**src/rtl/tsc_pkg.sv**
```systemverilog
// Shared types and constants for the touch sample calibrator.
// Used by tsc_ctrl, tsc_dp and touch_sample_calibrator_unit; no dependencies.
`default_nettype none

package tsc_pkg;

  localparam int unsigned SmpW     = 12;            // sample and register width
  localparam int unsigned ProdW    = 2 * SmpW;      // diff * resolution
  localparam int unsigned PxW      = 9;             // point_x width
  localparam int unsigned PyW      = 8;             // point_y width
  localparam int unsigned WordW    = 16;            // raw controller word width
  localparam int unsigned SmpLsb   = 3;             // sample sits in bits 14..3
  localparam int unsigned RegIdxW  = 2;

  localparam logic [SmpW-1:0] HorRes = SmpW'(320);
  localparam logic [SmpW-1:0] VerRes = SmpW'(240);

  localparam logic [SmpW-1:0] MinReset = SmpW'(200);
  localparam logic [SmpW-1:0] MaxReset = SmpW'(3800);

  // one quotient bit per step; quotient fits in SmpW bits
  localparam int unsigned DivSteps = SmpW;
  localparam int unsigned CntW     = $clog2(DivSteps);

  typedef enum logic [RegIdxW-1:0] {
    REG_X_MIN = 2'd0,
    REG_X_MAX = 2'd1,
    REG_Y_MIN = 2'd2,
    REG_Y_MAX = 2'd3
  } tsc_reg_e;

  typedef enum logic [4:0] {
    ST_IDLE  = 5'b00001,
    ST_MUL   = 5'b00010,
    ST_DIV   = 5'b00100,
    ST_STORE = 5'b01000,
    ST_OUT   = 5'b10000
  } tsc_state_e;

  typedef struct packed {
    logic load;      // capture an input transfer
    logic mul;       // sample, diff, span and product for current axis
    logic step;      // one restoring division step
    logic store;     // finish current axis into the held point
    logic out_load;  // load output register
    logic axis;      // 0 = x, 1 = y
  } tsc_cmd_t;

  typedef struct packed {
    logic pen;       // pen-down flag of the captured item
  } tsc_stat_t;

endpackage

`default_nettype wire

```
**src/rtl/touch_sample_calibrator_unit.sv**
```systemverilog
// Top level of the touch sample calibrator: sequencer plus datapath.
// Depends on tsc_pkg, tsc_ctrl and tsc_dp.
//
//   channel  direction  handshake               payload
//   cfg      in         cfg_we_i                cfg_idx_i, cfg_wdata_i
//   in       in         in_valid_i / in_stall_o pen_down_i, raw_x_word_i, raw_y_word_i
//   out      out        out_valid_o / out_stall_i point_x_o, point_y_o, pressed_o
//
// Pen-down poll: the next transfer waits for the output register load, which follows the
//   shared 12-step restoring divider run once per axis (1 multiply, 12 steps, 1 store each).
// Pen-up poll: the held point is sent again.
// A new poll is taken while the previous result waits in the output register.
// Reset restores calibration defaults (200 / 3800) and clears the held point.
`default_nettype none

module touch_sample_calibrator_unit (
  input  wire logic                         clk_i,
  input  wire logic                         rst_ni,
  input  wire logic                         cfg_we_i,
  input  wire logic [tsc_pkg::RegIdxW-1:0]  cfg_idx_i,
  input  wire logic [tsc_pkg::SmpW-1:0]     cfg_wdata_i,
  input  wire logic                         in_valid_i,
  output logic                              in_stall_o,
  input  wire logic                         pen_down_i,
  input  wire logic [tsc_pkg::WordW-1:0]    raw_x_word_i,
  input  wire logic [tsc_pkg::WordW-1:0]    raw_y_word_i,
  output logic                              out_valid_o,
  input  wire logic                         out_stall_i,
  output logic [tsc_pkg::PxW-1:0]           point_x_o,
  output logic [tsc_pkg::PyW-1:0]           point_y_o,
  output logic                              pressed_o
);

  tsc_pkg::tsc_cmd_t  cmd;
  tsc_pkg::tsc_stat_t stat;

  tsc_ctrl u_ctrl (
    .clk_i       (clk_i),
    .rst_ni      (rst_ni),
    .in_valid_i  (in_valid_i),
    .in_stall_o  (in_stall_o),
    .out_valid_o (out_valid_o),
    .out_stall_i (out_stall_i),
    .stat_i      (stat),
    .cmd_o       (cmd)
  );

  tsc_dp u_dp (
    .clk_i        (clk_i),
    .rst_ni       (rst_ni),
    .cfg_we_i     (cfg_we_i),
    .cfg_idx_i    (cfg_idx_i),
    .cfg_wdata_i  (cfg_wdata_i),
    .pen_down_i   (pen_down_i),
    .raw_x_word_i (raw_x_word_i),
    .raw_y_word_i (raw_y_word_i),
    .cmd_i        (cmd),
    .stat_o       (stat),
    .point_x_o    (point_x_o),
    .point_y_o    (point_y_o),
    .pressed_o    (pressed_o)
  );

endmodule

`default_nettype wire

```
**src/rtl/tsc_ctrl.sv**
```systemverilog
// Sequencer for the touch sample calibrator: handshakes and datapath commands.
// Depends on tsc_pkg.
`default_nettype none

module tsc_ctrl (
  input  wire logic             clk_i,
  input  wire logic             rst_ni,
  input  wire logic             in_valid_i,
  output logic                  in_stall_o,
  output logic                  out_valid_o,
  input  wire logic             out_stall_i,
  input  wire tsc_pkg::tsc_stat_t stat_i,
  output tsc_pkg::tsc_cmd_t     cmd_o
);

  tsc_pkg::tsc_state_e state_q, state_d;
  logic                      axis_q, axis_d;
  logic [tsc_pkg::CntW-1:0]  cnt_q, cnt_d;
  logic                      out_valid_q, out_valid_d;
  logic                      in_xfer, out_xfer, out_free;

  assign in_stall_o  = (state_q != tsc_pkg::ST_IDLE);
  assign out_valid_o = out_valid_q;
  assign in_xfer     = in_valid_i && !in_stall_o;
  assign out_xfer    = out_valid_q && !out_stall_i;
  assign out_free    = !out_valid_q || !out_stall_i;

  always_comb begin
    state_d     = state_q;
    axis_d      = axis_q;
    cnt_d       = cnt_q;
    out_valid_d = out_valid_q;
    cmd_o       = '0;
    cmd_o.axis  = axis_q;
    if (out_xfer) begin
      out_valid_d = 1'b0;
    end
    unique case (state_q)
      tsc_pkg::ST_IDLE: begin
        if (in_valid_i) begin
          cmd_o.load = 1'b1;
          axis_d     = 1'b0;
          // pen up skips calibration, the held point goes out again
          state_d    = stat_i.pen ? tsc_pkg::ST_MUL : tsc_pkg::ST_OUT;
        end
      end
      tsc_pkg::ST_MUL: begin
        cmd_o.mul = 1'b1;
        cnt_d     = '0;
        state_d   = tsc_pkg::ST_DIV;
      end
      tsc_pkg::ST_DIV: begin
        cmd_o.step = 1'b1;
        cnt_d      = cnt_q + 1'b1;
        if (cnt_q == tsc_pkg::CntW'(tsc_pkg::DivSteps - 1)) begin
          state_d = tsc_pkg::ST_STORE;
        end
      end
      tsc_pkg::ST_STORE: begin
        cmd_o.store = 1'b1;
        if (!axis_q) begin
          axis_d  = 1'b1;
          state_d = tsc_pkg::ST_MUL;
        end else begin
          state_d = tsc_pkg::ST_OUT;
        end
      end
      tsc_pkg::ST_OUT: begin
        if (out_free) begin
          cmd_o.out_load = 1'b1;
          out_valid_d    = 1'b1;
          state_d        = tsc_pkg::ST_IDLE;
        end
      end
      default: begin
        state_d = tsc_pkg::ST_IDLE;
      end
    endcase
  end

  always_ff @(posedge clk_i or negedge rst_ni) begin
    if (!rst_ni) begin
      state_q     <= tsc_pkg::ST_IDLE;
      axis_q      <= 1'b0;
      cnt_q       <= '0;
      out_valid_q <= 1'b0;
    end else begin
      state_q     <= state_d;
      axis_q      <= axis_d;
      cnt_q       <= cnt_d;
      out_valid_q <= out_valid_d;
    end
  end

  // never overwrite a result that is still waiting
  a_no_overwrite: assert property (@(posedge clk_i) disable iff (!rst_ni)
    cmd_o.out_load |-> (!out_valid_q || !out_stall_i))
    else $error("output register overwritten while stalled");

  a_cnt_range: assert property (@(posedge clk_i) disable iff (!rst_ni)
    (state_q == tsc_pkg::ST_DIV) |-> (cnt_q < tsc_pkg::CntW'(tsc_pkg::DivSteps)))
    else $error("division step count out of range");

  a_pen_down_start: assert property (@(posedge clk_i) disable iff (!rst_ni)
    (in_xfer && stat_i.pen) |=> (state_q == tsc_pkg::ST_MUL && !axis_q))
    else $error("pen-down item did not start on x axis");

  a_pen_up_skip: assert property (@(posedge clk_i) disable iff (!rst_ni)
    (in_xfer && !stat_i.pen) |=> (state_q == tsc_pkg::ST_OUT))
    else $error("pen-up item did not go straight to output");

  a_y_after_x: assert property (@(posedge clk_i) disable iff (!rst_ni)
    (state_q == tsc_pkg::ST_STORE && !axis_q) |=> (state_q == tsc_pkg::ST_MUL && axis_q))
    else $error("y axis did not follow x axis");

endmodule

`default_nettype wire

```
**src/rtl/tsc_dp.sv**
```systemverilog
// Datapath of the touch sample calibrator: calibration registers, multiplier,
// shared restoring divider, held point and output register. Depends on tsc_pkg.
`default_nettype none

module tsc_dp (
  input  wire logic                          clk_i,
  input  wire logic                          rst_ni,
  input  wire logic                          cfg_we_i,
  input  wire logic [tsc_pkg::RegIdxW-1:0]   cfg_idx_i,
  input  wire logic [tsc_pkg::SmpW-1:0]      cfg_wdata_i,
  input  wire logic                          pen_down_i,
  input  wire logic [tsc_pkg::WordW-1:0]     raw_x_word_i,
  input  wire logic [tsc_pkg::WordW-1:0]     raw_y_word_i,
  input  wire tsc_pkg::tsc_cmd_t             cmd_i,
  output tsc_pkg::tsc_stat_t                 stat_o,
  output logic [tsc_pkg::PxW-1:0]            point_x_o,
  output logic [tsc_pkg::PyW-1:0]            point_y_o,
  output logic                               pressed_o
);

  localparam int unsigned SmpW  = tsc_pkg::SmpW;
  localparam int unsigned ProdW = tsc_pkg::ProdW;

  logic [SmpW-1:0]  x_min_q, x_max_q, y_min_q, y_max_q;
  logic             pen_q;
  logic [tsc_pkg::WordW-1:0] wx_q, wy_q;
  logic [ProdW-1:0] acc_q, acc_d;
  logic [SmpW-1:0]  span_q;
  logic             zero_q, sat_q;
  logic [tsc_pkg::PxW-1:0] held_x_q;
  logic [tsc_pkg::PyW-1:0] held_y_q;
  logic [tsc_pkg::PxW-1:0] px_q;
  logic [tsc_pkg::PyW-1:0] py_q;
  logic             pressed_q;

  logic [tsc_pkg::WordW-1:0] word;
  logic [SmpW-1:0]  lo, hi, res, sample, diff, span, scaled, coord;
  logic [ProdW-1:0] prod;
  logic [SmpW:0]    trial, trial_sub;
  logic             ge;

  // configuration writes
  always_ff @(posedge clk_i or negedge rst_ni) begin
    if (!rst_ni) begin
      x_min_q <= tsc_pkg::MinReset;
      x_max_q <= tsc_pkg::MaxReset;
      y_min_q <= tsc_pkg::MinReset;
      y_max_q <= tsc_pkg::MaxReset;
    end else if (cfg_we_i) begin
      unique case (tsc_pkg::tsc_reg_e'(cfg_idx_i))
        tsc_pkg::REG_X_MIN: x_min_q <= cfg_wdata_i;
        tsc_pkg::REG_X_MAX: x_max_q <= cfg_wdata_i;
        tsc_pkg::REG_Y_MIN: y_min_q <= cfg_wdata_i;
        tsc_pkg::REG_Y_MAX: y_max_q <= cfg_wdata_i;
        default: ;
      endcase
    end
  end

  assign stat_o.pen = cmd_i.load ? pen_down_i : pen_q;

  // axis select
  assign word   = cmd_i.axis ? wy_q    : wx_q;
  assign lo     = cmd_i.axis ? y_min_q : x_min_q;
  assign hi     = cmd_i.axis ? y_max_q : x_max_q;
  assign res    = cmd_i.axis ? tsc_pkg::VerRes : tsc_pkg::HorRes;
  assign sample = word[tsc_pkg::SmpLsb +: SmpW];
  assign diff   = (sample > lo) ? (sample - lo) : '0;
  assign span   = hi - lo;
  assign prod   = ProdW'(diff) * ProdW'(res);

  // restoring step: top half is the partial remainder, low half shifts in
  // dividend bits and collects quotient bits
  assign trial     = {acc_q[ProdW-1:SmpW], acc_q[SmpW-1]};
  assign trial_sub = trial - {1'b0, span_q};
  assign ge        = (trial >= {1'b0, span_q});

  always_comb begin
    acc_d = acc_q;
    if (cmd_i.mul) begin
      acc_d = prod;
    end else if (cmd_i.step) begin
      acc_d = {(ge ? trial_sub[SmpW-1:0] : trial[SmpW-1:0]), acc_q[SmpW-2:0], ge};
    end
  end

  // span not positive gives zero; diff >= span means the quotient is at least res: saturate
  always_comb begin
    priority if (zero_q) begin
      scaled = '0;
    end else if (sat_q) begin
      scaled = res;
    end else begin
      scaled = acc_q[SmpW-1:0];
    end
  end
  assign coord = res - scaled;

  // payload registers
  always_ff @(posedge clk_i) begin
    if (cmd_i.load) begin
      pen_q <= pen_down_i;
      wx_q  <= raw_x_word_i;
      wy_q  <= raw_y_word_i;
    end
    if (cmd_i.mul) begin
      span_q <= span;
      zero_q <= !(hi > lo);
      sat_q  <= (diff >= span);
    end
    acc_q <= acc_d;
    if (cmd_i.out_load) begin
      px_q      <= held_x_q;
      py_q      <= held_y_q;
      pressed_q <= pen_q;
    end
  end

  always_ff @(posedge clk_i or negedge rst_ni) begin
    if (!rst_ni) begin
      held_x_q <= '0;
      held_y_q <= '0;
    end else if (cmd_i.store) begin
      if (cmd_i.axis) begin
        held_y_q <= coord[tsc_pkg::PyW-1:0];
      end else begin
        held_x_q <= coord[tsc_pkg::PxW-1:0];
      end
    end
  end

  assign point_x_o = px_q;
  assign point_y_o = py_q;
  assign pressed_o = pressed_q;

endmodule

`default_nettype wire

```
**config.mk**
```make
export PLATFORM = sky130hd
export DESIGN_NAME = touch_sample_calibrator_unit
export DESIGN_NICKNAME = d
export VERILOG_FILES = /design/src/rtl/tsc_pkg.sv /design/src/rtl/touch_sample_calibrator_unit.sv /design/src/rtl/tsc_ctrl.sv /design/src/rtl/tsc_dp.sv
export SDC_FILE = /design/constraint.sdc
export NUM_CORES = 1
export LEC_CHECK = 0
export CAP_MARGIN = 20
export CORE_ASPECT_RATIO = 0.5
export CORE_MARGIN = 2
export CORE_UTILIZATION = 55
export CTS_BUF_LIST = sky130_fd_sc_hd__clkbuf_8
export CTS_CLUSTER_SIZE = 14
export DETAILED_ROUTE_END_ITERATION = 10
export DONT_BUFFER_PORTS = 1
export GPL_TIMING_DRIVEN = 0
export PLACE_DENSITY = 0.73
export SLEW_MARGIN = 20
export SYNTH_ARGS = -nofsm -noshare
export SYNTH_HDL_FRONTEND = slang
export SYNTH_SLANG_ARGS = --single-unit
```
**constraint.sdc**
```tcl
create_clock -name clk_i -period 6.8 [get_ports clk_i]
set_clock_uncertainty 0.05 [all_clocks]
set_input_delay 1.02 -clock clk_i [delete_from_list [all_inputs] [get_ports clk_i]]
set_output_delay 1.02 -clock clk_i [all_outputs]
set_load 0.01 [all_outputs]
```
==> metrics.txt <==
pin count of the biggest net entering global routing=77; final worst path period share=0.980; critical path depth=23; GRT Total Usage=0.233; antenna violations before repair=1; num rows=35; Min Hold Slack=~0.2 ns; Largest delay share family, worst path=adder cells; Async SR Flop Fraction=0.484; largest cells by area after synthesis=edfxtp_1, ha_1, dfrtp_1; via count=between 7000 and 8000; Post-synth EDFFs=80; post-route ant nets=0; worst reg2reg path depth=23; Buffers on Ports=0; Most common cell on crit path=ha_1; TritonCTS clock tree=done; Critical Path End Type=register; Slew HR=0.337; #FFs+latches synth=157; die area=0.0205 mm²; CORE AREA=0.0187 mm²; most common cell after layout, fill and taps aside=ha_1; Setup Slack @ Placement=-1.51 ns; Cell Pwr Density=444 mW/mm²; post-synth top area cell=edfxtp_1; startpoint types=register; Crit Path Class=reg -> reg; CTS root buffer=clkbuf_8; wire per inst=18.3 µm; drt initial violations=slightly below 400; ant diodes=0; layout cells sized above 1=0.219; global-route wire length before repair=about 37 mm; storage element area=between 0.004 and 0.005 mm²; reg2reg start=u_ctrl.axis_q$_DFFE_PN0P_; clock sinks=approximately 160; Yosys cell types=74; CP startpoint=u_ctrl.axis_q$_DFFE_PN0P_; Max Fclk=roughly 0.15 GHz; post-DP HPWL=17.5 mm; Hold WC Path Type=in -> async; vias in the first global route=7284; leakage power=5.16 nW; synthesized cell area=between 0.01 and 0.015 mm²; CP Capture Point=u_dp.acc_q[21]$_DFFE_PP_; max-slew violations=0; Max Cap Viol=0; vias per cell=5.75; Crit path required time=6.95 ns; status=complete, no violations; Die Wd=~200 µm; IO Count=72; Yosys warnings=0; total CTS buffers=17; syn_area_per_cell=11.1 µm²; Die Span Y=102 µm; hold buffers post-CTS=0; Max VDD drop=between 0.2 and 0.3 mV; post-synthesis cell count=approximately 960; crit path buf inv count=4; slowest CP cell=fa_1; reg-to-reg endpoint=u_dp.acc_q[21]$_DFFE_PP_; worst setup margin=0.133 ns; Initial Utilization=0.570; final hold vios=0; gr ovfl total=0; commonest cells after routing, fill and taps aside=ha_1, mux2_2, edfxtp_1; area of the multi-input gates=a little over 0.006 mm²; clock transition at the registers of the reported paths=0.11 ns; fill count=1521; reg2reg setup slack=0.13 ns; CP max stage delay=0.51 ns; Final #Nets=about 1200; Final Critical Period=6.67 ns; final setup vio count=0; Most used DFF post-synth=edfxtp_1; Worst-Margin Slew=between 0.9 and 1 ns; DRT Wirelength=23.2 mm; first-pass detailed-route iteration total=5; worst-path fanout max=10; Remaining DRCs=0; RD Place Congestion=0.879; Clock Path Buffers=2; Area growth syn-to-layout=10.7%; CP arrival=6.82 ns; post-synth top area share=0.226; worst-skew pair later-pin latency=0.46 ns; Seq/Total Area, Yosys=0.409; htree depth=4; worst path cell trace=buf_8 > clkbuf_4 > mux2i_2 > ha_1 > and3_1 > nand2_1 > nor3_1 > a211oi_2 > buf_4 > nand2_4 > buf_2 > nor2_1 > ha_1 > fa_1 > fa_1 > ha_1 > ha_1 > a211oi_1 > o21ai_0 > a31oi_1 > o31ai_1 > xnor2_1 > a22oi_2
-- registers in the layout (all words and copies together) (netlist names), 12 cells and up --
name / count
u_dp.acc_q: 24
u_dp.span_q: 12
u_dp.wx_q: 12
u_dp.wy_q: 12
u_dp.x_max_q: 12
u_dp.x_min_q: 12
u_dp.y_max_q: 12
u_dp.y_min_q: 12
-- cell families (layout without fill, tap and decap cells) --
group / after synthesis / in the layout / share of synthesized area
xor+xnor: 35 / 35 / 0.0288
simple gates: 246 / 246 / 0.114
compound gates: 178 / 178 / 0.117
fa+ha+maj: 135 / 135 / 0.176
buf+inv: 87 / 136 / 0.0334
flops: 157 / 157 / 0.409
other cells: 1 / 2 / 0.000353
mux: 118 / 118 / 0.121
-- power breakdown --
group          total, mW  switching, mW  leakage [nW]  internal, mW
combinational       3.14           1.81          3.30          1.33
sequential          1.37         0.0944          1.68          1.28
clock              0.704          0.401         0.189         0.303
total               5.22           2.31          5.16          2.91
-- area by class of cell --
cell class | instances | share of cell area
Multi-Input combinational cell | 714 | 0.520
Sequential cell | 157 | 0.370
Tap cell | 259 | 0.0275
Buffer | 37 | 0.0211
Clock buffer | 17 | 0.0199
Inverter | 50 | 0.0159
Timing Repair Buffer | 17 | 0.0133
Clock inverter | 15 | 0.0131
-- worst min-delay path by stage --
stage,depth (start not counted),from,slack (ns),end
after floorplan,0,u_dp.pen_q$_DFF_P_,0.35,u_dp.pressed_o$_DFFE_PP_
after global placement,0,u_dp.pen_q$_DFF_P_,0.36,u_dp.pressed_o$_DFFE_PP_
after detailed placement,0,u_dp.pen_q$_DFF_P_,0.37,u_dp.pressed_o$_DFFE_PP_
after CTS,0,rst_ni,0.16,u_dp.x_min_q[4]$_DFFE_PN0P_
after global routing,0,rst_ni,0.16,u_dp.y_min_q[4]$_DFFE_PN0P_
final,0,rst_ni,0.20,u_dp.y_min_q[4]$_DFFE_PN0P_
-- layer usage --
layer,wire (µm),GRT usage,up-vias,part of all wire
li1,-,-,3558,-
met4,255,0.0587,0,0.011
met2,10400,0.369,159,0.45
met5,0,0,-,0
met1,11400,0.331,3544,0.49
met3,1060,0.0494,19,0.046
-- repair_timing --
action,CTS,global route
buffers inserted,2,12
pin swaps,3,6
gates resized for setup,39,27
cloned,0,1
setup endpoints to repair,14,6
-- worst reg2reg max path: cells and delay by family, from the launching register on --
family | cells | cell delay, ns
XOR/XNOR | 1 | 0.23
adder cells (fa/ha/maj) | 6 | 2.36
AND/OR/NAND/NOR | 5 | 0.68
flip-flops | 1 | 0.39
multiplexers | 1 | 0.39
buffers and inverters | 4 | 0.85
AO/OA/AOI/OAI | 6 | 1.49
-- Yosys cell counts, types with 3 or more instances --
library cell and count:
a211oi_1 11, a21o_1 17, a21oi_1 43, a31oi_1 8, and2_1 9, and3_1 7
buf_1 9, buf_2 8, clkbuf_1 18, dfrtp_1 55, dfstp_2 21, edfxtp_1 80
fa_1 24, ha_1 111, inv_1 48, mux2_2 86, mux2i_1 32, nand2_1 57
nand2b_1 15, nand3_1 24, nand3b_1 5, nand4_1 12, nor2_1 69, nor2b_1 14
nor3_1 10, nor3b_1 3, o211ai_1 3, o21a_1 8, o21ai_0 37, o21ai_1 3
o21bai_1 7, o311a_1 3, o31a_1 3, o31ai_1 8, or2_2 7, or3_1 4
xnor2_1 21, xor2_1 14
-- through the flow --
step           cells  utilization  instance area (µm²)  setup TNS [ns]  total power [mW]
6_report        1266        0.631                11800               0              5.22
5_1_grt         1266        0.631                11800         -0.0857              5.67
4_1_cts         1252        0.618                11500               0              5.12
3_5_place_dp    1218        0.588                11000          -11.96              4.32
3_3_place_gp    1217        0.588                11000          -11.39              4.23
2_1_floorplan    958            -                10600               0              3.63
Power figures use the tool's default switching activity.
